--- config.mk ---
export PLATFORM = sky130hd
export DESIGN_NAME = hid_keyboard_report_builder
export DESIGN_NICKNAME = d
export VERILOG_FILES = /design/src/rtl/core/hkrb_pkg.sv /design/src/rtl/core/hkrb_slot_cell.sv /design/src/rtl/core/hkrb_ctrl.sv /design/src/rtl/core/hid_keyboard_report_builder.sv
export SDC_FILE = /design/constraint.sdc
export NUM_CORES = 1
export LEC_CHECK = 0
export ABC_AREA = 1
export BUFFER_PORTS_ARGS = -buffer_cell sky130_fd_sc_hd__buf_2
export CAP_MARGIN = 20
export CORE_UTILIZATION = 59
export DETAILED_ROUTE_END_ITERATION = 7
export PLACE_DENSITY = 0.82
export SLEW_MARGIN = 5
export SYNTH_ARGS = -nofsm -noshare
export SYNTH_HDL_FRONTEND = slang
export SYNTH_SLANG_ARGS = --single-unit
--- constraint.sdc ---
create_clock -name i_clk -period 2.3 [get_ports i_clk]
set_input_delay 0.575 -clock i_clk [delete_from_list [all_inputs] [get_ports i_clk]]
set_output_delay 0.575 -clock i_clk [all_outputs]
set_load 0.005 [all_outputs]
--- src/rtl/core/hkrb_pkg.sv ---
package hkrb_pkg;

    // Number of key slots kept, and the number shown in a report
    localparam int KEY_SLOTS    = 6;
    localparam int REPORT_SLOTS = 6;

    // First modifier usage code (left control)
    localparam logic [7:0] MOD_FIRST = 8'hE0;

    // Operation codes of an input transaction
    typedef enum logic [2:0] {
        FUNC_PRESS_STD   = 3'd0,
        FUNC_RELEASE_STD = 3'd1,
        FUNC_PRESS_CON   = 3'd2,
        FUNC_RELEASE_CON = 3'd3,
        FUNC_CLEAR_STD   = 3'd4,
        FUNC_CLEAR_CON   = 3'd5,
        FUNC_SYNC        = 3'd6
    } t_func;

    // Report kinds
    localparam logic KIND_STD = 1'b0;
    localparam logic KIND_CON = 1'b1;

    // Sequencer states
    typedef enum logic [1:0] {
        ST_IDLE,
        ST_EXEC,
        ST_CON
    } t_state;

    // Input transaction
    typedef struct packed {
        logic [2:0] func;
        logic [7:0] key_code;
    } t_item;

    // Result transaction
    typedef struct packed {
        logic       report_kind;
        logic [7:0] modifier_byte;
        logic [7:0] slot_zero;
        logic [7:0] slot_one;
        logic [7:0] slot_two;
        logic [7:0] slot_three;
        logic [7:0] slot_four;
        logic [7:0] slot_five;
        logic [7:0] consumer_byte;
        logic       last;
    } t_result;

    // Command broadcast to every slot cell
    typedef struct packed {
        logic       press;
        logic       release_key;
        logic       clear;
        logic [7:0] code;
    } t_cell_cmd;

    // Flags rippling from slot 0 toward the last slot
    typedef struct packed {
        logic free_seen;
        logic hit_seen;
        logic used_seen;
    } t_fwd;

    // Tail information rippling from the last slot toward slot 0
    typedef struct packed {
        logic       empty;
        logic [7:0] tail_val;
    } t_bwd;

    // Report data from the sequencer
    typedef struct packed {
        logic       valid;
        logic       kind;
        logic       last;
        logic [7:0] modifier;
        logic [7:0] consumer;
    } t_emit;

endpackage

--- src/rtl/core/hkrb_slot_cell.sv ---
module hkrb_slot_cell
    import hkrb_pkg::*;
(
    input  logic      i_clk,
    input  logic      i_rst_n,
    input  t_cell_cmd i_cmd,
    input  t_fwd      i_fwd,
    output t_fwd      o_fwd,
    input  t_bwd      i_bwd,
    output t_bwd      o_bwd,
    output logic [7:0] o_slot
);

    logic [7:0] r_slot;
    logic [7:0] n_slot;
    logic       empty_here;
    logic       match_here;
    logic       is_tail;

    assign empty_here = (r_slot == 8'h00);
    assign match_here = (r_slot == i_cmd.code);
    // Slots stay packed, so the tail is the used slot with an empty right neighbor
    assign is_tail    = !empty_here && i_bwd.empty;

    // Pass flags to the right neighbor
    assign o_fwd.free_seen = i_fwd.free_seen | empty_here;
    assign o_fwd.hit_seen  = i_fwd.hit_seen | match_here;
    assign o_fwd.used_seen = i_fwd.used_seen | !empty_here;

    // Pass tail value to the left neighbor
    assign o_bwd.empty    = empty_here;
    assign o_bwd.tail_val = is_tail ? r_slot : i_bwd.tail_val;

    // Update this slot
    always_comb begin
        n_slot = r_slot;
        if (i_cmd.clear) begin
            n_slot = 8'h00;
        end else if (i_cmd.press) begin
            if (empty_here && !i_fwd.free_seen) begin
                n_slot = i_cmd.code;
            end
        end else if (i_cmd.release_key) begin
            if (match_here && !i_fwd.hit_seen) begin
                // first match: take the tail, or drop out if this is the tail
                n_slot = is_tail ? 8'h00 : i_bwd.tail_val;
            end else if (is_tail && i_fwd.hit_seen) begin
                // tail moved into an earlier matching slot
                n_slot = 8'h00;
            end
        end
    end

    always_ff @(posedge i_clk) begin
        if (!i_rst_n) begin
            r_slot <= 8'h00;
        end else begin
            r_slot <= n_slot;
        end
    end

    assign o_slot = r_slot;

endmodule

--- src/rtl/core/hkrb_ctrl.sv ---
module hkrb_ctrl
    import hkrb_pkg::*;
(
    input  logic      i_clk,
    input  logic      i_rst_n,
    input  logic      i_start,
    input  t_item     i_item,
    output logic      o_busy,
    input  t_fwd      i_sum,
    output t_cell_cmd o_cmd,
    output t_emit     o_emit
);

    t_state     r_state;
    t_state     n_state;
    logic [2:0] r_func;
    logic [7:0] r_code;
    logic [7:0] r_mod;
    logic [7:0] n_mod;
    logic [7:0] r_cons;
    logic [7:0] n_cons;
    logic       r_std_dirty;
    logic       n_std_dirty;
    logic       r_con_dirty;
    logic       n_con_dirty;
    logic       is_mod_code;
    logic [7:0] mod_off;
    logic [7:0] mod_mask;

    assign o_busy = (r_state != ST_IDLE);

    // Decode modifier usage codes
    assign mod_off     = r_code - MOD_FIRST;
    assign is_mod_code = (r_code >= MOD_FIRST);
    assign mod_mask    = (mod_off[7:3] == 5'd0) ? (8'h01 << mod_off[2:0]) : 8'h00;

    // Capture the transaction
    always_ff @(posedge i_clk) begin
        if (i_start && !o_busy) begin
            r_func <= i_item.func;
            r_code <= i_item.key_code;
        end
    end

    // Hold state and report registers
    always_ff @(posedge i_clk) begin
        if (!i_rst_n) begin
            r_state     <= ST_IDLE;
            r_mod       <= 8'h00;
            r_cons      <= 8'h00;
            r_std_dirty <= 1'b0;
            r_con_dirty <= 1'b0;
        end else begin
            r_state     <= n_state;
            r_mod       <= n_mod;
            r_cons      <= n_cons;
            r_std_dirty <= n_std_dirty;
            r_con_dirty <= n_con_dirty;
        end
    end

    // Execute one operation, sequence sync reports
    always_comb begin
        n_state     = r_state;
        n_mod       = r_mod;
        n_cons      = r_cons;
        n_std_dirty = r_std_dirty;
        n_con_dirty = r_con_dirty;
        o_cmd       = '0;
        o_cmd.code  = r_code;
        o_emit      = '0;
        o_emit.modifier = r_mod;
        o_emit.consumer = r_cons;
        case (r_state)
            ST_IDLE: begin
                if (i_start) begin
                    n_state = ST_EXEC;
                end
            end
            ST_EXEC: begin
                n_state = ST_IDLE;
                case (t_func'(r_func))
                    FUNC_PRESS_STD: begin
                        if (is_mod_code) begin
                            n_mod       = r_mod | mod_mask;
                            n_std_dirty = 1'b1;
                        end else begin
                            o_cmd.press = 1'b1;
                            if (i_sum.free_seen) begin
                                n_std_dirty = 1'b1;
                            end
                        end
                    end
                    FUNC_RELEASE_STD: begin
                        if (is_mod_code) begin
                            n_mod       = r_mod & ~mod_mask;
                            n_std_dirty = 1'b1;
                        end else begin
                            o_cmd.release_key = 1'b1;
                            if (i_sum.hit_seen) begin
                                n_std_dirty = 1'b1;
                            end
                        end
                    end
                    FUNC_PRESS_CON: begin
                        n_cons      = r_cons | r_code;
                        n_con_dirty = 1'b1;
                    end
                    FUNC_RELEASE_CON: begin
                        n_cons      = r_cons & ~r_code;
                        n_con_dirty = 1'b1;
                    end
                    FUNC_CLEAR_STD: begin
                        if ((r_mod != 8'h00) || i_sum.used_seen) begin
                            o_cmd.clear = 1'b1;
                            n_mod       = 8'h00;
                            n_std_dirty = 1'b1;
                        end
                    end
                    FUNC_CLEAR_CON: begin
                        if (r_cons != 8'h00) begin
                            n_cons      = 8'h00;
                            n_con_dirty = 1'b1;
                        end
                    end
                    FUNC_SYNC: begin
                        if (r_std_dirty) begin
                            o_emit.valid = 1'b1;
                            o_emit.kind  = KIND_STD;
                            o_emit.last  = !r_con_dirty;
                            n_std_dirty  = 1'b0;
                            if (r_con_dirty) begin
                                n_state = ST_CON;
                            end
                        end else if (r_con_dirty) begin
                            o_emit.valid = 1'b1;
                            o_emit.kind  = KIND_CON;
                            o_emit.last  = 1'b1;
                            n_con_dirty  = 1'b0;
                        end
                    end
                    default: begin
                    end
                endcase
            end
            ST_CON: begin
                o_emit.valid = 1'b1;
                o_emit.kind  = KIND_CON;
                o_emit.last  = 1'b1;
                n_con_dirty  = 1'b0;
                n_state      = ST_IDLE;
            end
            default: begin
                n_state = ST_IDLE;
            end
        endcase
    end

`ifndef ASSERT_OFF
    // A consumer report always closes its sync
    a_con_last: assert property (@(posedge i_clk) disable iff (!i_rst_n)
        (o_emit.valid && o_emit.kind == KIND_CON) |-> o_emit.last)
        else $error("consumer report not marked last");

    // The second report of a sync follows a standard report that was not last
    a_con_after_std: assert property (@(posedge i_clk) disable iff (!i_rst_n)
        (r_state == ST_CON) |-> $past(o_emit.valid && o_emit.kind == KIND_STD && !o_emit.last))
        else $error("consumer stage entered without a preceding standard report");

    // Nothing follows the last report of a sync
    a_last_ends: assert property (@(posedge i_clk) disable iff (!i_rst_n)
        (o_emit.valid && o_emit.last) |=> !o_emit.valid)
        else $error("report emitted after last");

    // Slot cells only act during execution
    a_cmd_exec: assert property (@(posedge i_clk) disable iff (!i_rst_n)
        (o_cmd.press || o_cmd.release_key || o_cmd.clear) |-> (r_state == ST_EXEC))
        else $error("slot command outside execution");
`endif

endmodule

--- src/rtl/core/hid_keyboard_report_builder.sv ---
// A transaction is accepted at a clock edge and executes in the next cycle; a sync
// that emits both reports shows its standard report in that cycle and its consumer
// report in the cycle after. No new transaction is accepted while busy, so the block
// takes the next one only once the sequencer, which drives the slot cell row, is idle.
// Reset (synchronous, active low) clears all reports, slots and dirty flags.
// Results are strobed for one cycle; the receiver cannot stall.
module hid_keyboard_report_builder
    import hkrb_pkg::*;
(
    input  logic    i_clk,
    input  logic    i_rst_n,
    input  logic    start,
    input  t_item   i_item,
    output logic    busy,
    output logic    o_valid,
    output t_result o_result
);

    t_cell_cmd  cmd;
    t_emit      emit;
    t_fwd       fwd [KEY_SLOTS+1];
    t_bwd       bwd [KEY_SLOTS+1];
    logic [7:0] slot_q [KEY_SLOTS];
    logic [7:0] shown [REPORT_SLOTS];

    hkrb_ctrl u_ctrl (
        .i_clk   (i_clk),
        .i_rst_n (i_rst_n),
        .i_start (start),
        .i_item  (i_item),
        .o_busy  (busy),
        .i_sum   (fwd[KEY_SLOTS]),
        .o_cmd   (cmd),
        .o_emit  (emit)
    );

    // Chain ends
    assign fwd[0]                  = '0;
    assign bwd[KEY_SLOTS].empty    = 1'b1;
    assign bwd[KEY_SLOTS].tail_val = 8'h00;

    // Row of slot cells
    for (genvar gi = 0; gi < KEY_SLOTS; gi++) begin : g_cell
        hkrb_slot_cell u_cell (
            .i_clk   (i_clk),
            .i_rst_n (i_rst_n),
            .i_cmd   (cmd),
            .i_fwd   (fwd[gi]),
            .o_fwd   (fwd[gi+1]),
            .i_bwd   (bwd[gi+1]),
            .o_bwd   (bwd[gi]),
            .o_slot  (slot_q[gi])
        );
    end

    // Slots shown in a standard report; missing slots read zero
    for (genvar gr = 0; gr < REPORT_SLOTS; gr++) begin : g_show
        if (gr < KEY_SLOTS) begin : g_have
            assign shown[gr] = (emit.kind == KIND_STD) ? slot_q[gr] : 8'h00;
        end else begin : g_none
            assign shown[gr] = 8'h00;
        end
    end

    // Assemble the result transaction
    assign o_valid                = emit.valid;
    assign o_result.report_kind   = emit.kind;
    assign o_result.modifier_byte = (emit.kind == KIND_STD) ? emit.modifier : 8'h00;
    assign o_result.slot_zero     = shown[0];
    assign o_result.slot_one      = shown[1];
    assign o_result.slot_two      = shown[2];
    assign o_result.slot_three    = shown[3];
    assign o_result.slot_four     = shown[4];
    assign o_result.slot_five     = shown[5];
    assign o_result.consumer_byte = (emit.kind == KIND_CON) ? emit.consumer : 8'h00;
    assign o_result.last          = emit.last;

endmodule

Yosys cells after proc, flatten, opt, wreduce, memory -nomap -nowiden
Index checks and enable logic that the tools add are counted.
- register bits: 79
- input port bits: 14
- output and inout port bits: 68
- logic and storage cells: 220
- add/subtract/negate cells: 1
- magnitude comparators: 1
- eq/ne operators: 30
- shifts and indexed selects: 1
- mux-type cells: 79
- bitwise gates (word level): 22
- reductions and logical operators: 73
- operators by type and width (operator ; number):
    $mux 8 ; 52
    $eq 8x8->1 ; 6
    $logic_not 8->1 ; 6
    $pmux 8 s3 ; 2
    $reduce_and 3->1 ; 7
    $reduce_bool 3->1 ; 7
    $logic_and 1x1->1 ; 20
    $ne 2x1->1 const B ; 10
    $logic_not 1->1 ; 17
    $and 8x8->8 ; 2
    $not 8->8 ; 2
    $or 8x8->8 ; 2
    $reduce_bool 8->1 ; 2
    $or 1x1->1 ; 15
    $mux 1 ; 12
    $mux 3 ; 4
    $reduce_and 5->1 ; 2
    $eq 3x3->1 const B ; 3
    $ne 3x2->1 const B ; 3
    $ge 8x8->1 const B ; 1
    $mux 2 ; 4
    $reduce_bool 2->1 ; 4
    $shl 1x3->8 const A ; 1
    $sub 8x8->8 const B ; 1
    other kinds (20) ; 22

Longest topological paths before layout
- word-level depth: 13
- gate-level depth with buffers: 17
- mapped depth without buffers: 15

By module
Synthesis repeated with hierarchy kept, for this count alone.
- cells, all modules: 1263
- area, all modules: 7189.4 sq um
- by module, submodules not included (module ; instances ; cells an instance ; area each (sq um) ; sequential area each (sq um)):
    hkrb_slot_cell ; 6 ; 140 ; 782.0 ; 160.2
    hkrb_ctrl ; 1 ; 286 ; 1930.6 ; 730.7
    hid_keyboard_report_builder ; 1 ; 137 ; 566.8 ; 0.0

Worst setup path after synthesis
OpenSTA, ideal clock, no wires.
- path kind: flip-flop to output port
- start point: register u_ctrl.r_state[1]
- end point: output port o_result[10] in the netlist's numbering
- arrival time: 1.581 ns
- data required time: 1.725 ns
- path slack: 0.144 ns
- stages on the path, launching flop included: 12
- buffers on the path: 2
- cells stage by stage: dfxtp_1 -> inv_1 -> ha_1 -> inv_1 -> nor2_1 -> nand2_1 -> nand2_1 -> nand2_2 -> inv_1 -> buf_4 -> buf_2 -> nor2_1
- RTL lines (item ; line ; text):
    start: declaration ; hkrb_ctrl.sv:14 ; t_state r_state;
    start signal: assignment ; hkrb_ctrl.sv:54 ; r_state <= n_state;
    end: declaration ; hid_keyboard_report_builder.sv:16 ; output t_result o_result

==> flow_summary.yaml <==
run_status:
  status: "finished, violations left"
  violations: "negative setup slack"
synthesis:
  post-synth-top-area-fraction_pct: 23.6
  synth.area.top_cells: "dfxtp_1, nand2_1, nor2_1, edfxtp_1, inv_1"
  syn_inst: 937
  syn_nets: 957
  ys_seq_area_share_pct: 29.3
  synth_seq_cells: 79
  avgSynthCellArea_um2: 6.16
  yosysTopAreaCell: "dfxtp_1"
  synth_area_um2: 5780
  ys_warn_count: 0
  synth_cell_types: 39
drt:
  avgRoutedWirePerCell_um: 17.1
  routed_wl_um: 20700
  viasPerCell: 5.83
  drt_iter0_markers: 687
  route.detailed.drc: 0
  ant_nets: 0
  vias: 7066
  first_pass_iters: 7
worst_setup_path:
  ff2ff_path_depth: 12
  worstSetupPathType: "flop to primary output"
  critPathLaunchType: "flop"
  crit_path_max_fanout: 8
  reg2reg_to: "g_cell[0].u_cell.o_slot[2]"
  worst_setup_path_end_kind: "primary output"
  reg2reg_slack_ps: -50
  crit_arrival_ps: 1880
  cp.required_ps: 1730
  r2r-start: "u_ctrl.r_func[0]"
power:
  leakage_nw: 3.64
  ir_drop_mv: 0.330
  powerDensity_nw_per_um2: 440
die:
  rows: 35
  die_area_um2: 10200
  die_w_um: 101
  initial_core_util_pct: 61.6
  boundaryPins: 82
  die-height_um: 101
  core_um2: 9370
global_routing:
  grt_pass1_wl_um: 29700
  grt_max_degree: 49
  grt_usage_pct: 38.3
  grt_pass1_vias: 6048
  gr-total-overflow: 0
  antenna_found_initial: 0
timing:
  drv_slew: 0
  finClkSkew_ps: 13.6
  fin_ws_ps: -159
  min_period_ps: 2460
  fmax_mhz: 407
  fin_tns_setup_ps: -7940
  holdWs_ps: 365
  rsz0062_at_grt: "yes"
  max_slew_margin_pct: 59.3
  worst_slew_pin_slew_ps: 608
  period_share_pct: 107
  finalSetupViolCount: 74
  hold_viol_final: 0
cts:
  cts_buffer_depth: 2
  cts_tree: "built"
  clk_pin_slew_ps: 100
  clock_latency_ps: 370
  h-tree-depth: 3
  ctsHoldBuffers: 0
  cts_made_buffers: 9
  cts_root_buf: "clkbuf_8"
  cts_sinks: 79
worst_hold_path:
  whs_endpoint: "u_ctrl.r_func[0]"
  holdCritPathClass: "primary input to flop"
  hp-start: "i_item[8]"
  holdPathStages: 1
finish:
  layout_commonest_cell: "nand2_1"
  area_growth_pct: 27.6
  layout-drive-gt1-share_pct: 27.9
  diodes: 0
  layout_common_cells: "nand2_1, nor2_1, buf_2, inv_1, buf_4"
  nNetsFinal: 1099
placed_design:
  finalWeightedCongestion: 1.04
  place_hpwl_um: 14100
  io_buffer_count: 81
job:
  max_cap_violations: 0
==> flip-flops by register name (all words and copies together), names as in the netlist <==
name,flops
u_ctrl.r_cons,8
u_ctrl.r_mod,8
u_ctrl.r_std_dirty,1
u_ctrl.r_con_dirty,1
u_ctrl.r_state,2
u_ctrl.r_func,3
g_cell.u_cell.o_slot,48
u_ctrl.r_code,8
==> layout make-up <==
type / count / area (µm²)
fill: 763 / 2000
tap: 129 / 161
timing repair buffer: 165 / 1220
clock buffer: 10 / 128
sequential: 79 / 1690
multi-input combinational: 713 / 3620
inverter: 111 / 449
clock inverter: 6 / 92.6
==> timing repair <==
item,4_1_cts,5_1_grt
setup endpoints to repair,67,111
pin swaps,2,7
gates resized for setup,10,69
gates cloned,1,6
setup buffers,6,10
==> critical path, stage by stage, from the launching register on <==
cell and delay, ps:
dfxtp_2 350, inv_1 60, ha_2 180, inv_2 90, nor2_4 50, nand2_1 80
nand2_2 70, nand2_4 100, clkinv_8 120, buf_12 170, nor2_1 110, buf_2 130
==> metal layers <==
metal	track usage, %	wire length [µm]	up-vias
li1	-	-	3262
met4	22.2	1240	0
met1	48.2	7830	3185
met2	60.8	9370	498
met3	7.91	2260	121
met5	0	0	-
==> kinds of logic after synthesis <==
kind of cell	after synthesis	synth area share (%)
DFF	79	29.3
xor gates and xnor gates	23	3.49
buffers and inverters	146	12.0
and+or+nand+nor	545	40.6
adders and majority gates	6	1.30
AOI/OAI and AO/OA	138	13.3
==> cell usage after synthesis, drive strengths merged <==
library cell and number:
a211oi 9, a21oi 60, a31oi 1, and3 4
buf 28, clkbuf 7, dfxtp 68, edfxtp 11
ha 6, inv 111, nand2 255, nand3 50
nand3b 1, nand4 20, nor2 198, nor3 13
nor4 2, o211ai 8, o21ai 60, or2 2
xnor2 8, xor2 15
==> metrics by stage <==
| stage | util, % | area [µm²] | setup slack, ps | instances | power, W |
|---|---|---|---|---|---|
| after floorplan | - | 5780 | 144 | 937 | 0.00179 |
| after global placement | 70.9 | 6650 | 121 | 1176 | 0.00194 |
| after CTS | 74.0 | 6940 | -151 | 1197 | 0.00314 |
| after global routing | 78.6 | 7370 | -223 | 1213 | 0.00332 |
| final | 78.6 | 7370 | -159 | 1213 | 0.00324 |
| after detailed placement | 70.9 | 6650 | 87.0 | 1176 | 0.00195 |
==> where the power goes <==
group	leakage, nW	switching, W	internal (W)
Combinational	2.87	0.000345	0.000210
Sequential	0.654	0.0000261	0.00143
Clock	0.110	0.000605	0.000623
==> worst max-delay path by stage <==
| stage | startpoint | to | slack (ps) | cells past startpoint |
|---|---|---|---|---|
| 6_report | u_ctrl.r_state[1] | o_result[51] | -160 | 11 |
| 5_1_grt | u_ctrl.r_state[1] | o_result[36] | -220 | 11 |
| 4_1_cts | u_ctrl.r_func[2] | o_result[51] | -150 | 11 |
| 3_5_place_dp | u_ctrl.r_func[1] | o_result[12] | 90 | 11 |
| 3_3_place_gp | u_ctrl.r_code[6] | g_cell[3].u_cell.o_slot[0] | 120 | 10 |
| 2_1_floorplan | u_ctrl.r_state[1] | o_result[10] | 140 | 11 |
Power figures use the tool's default switching activity.
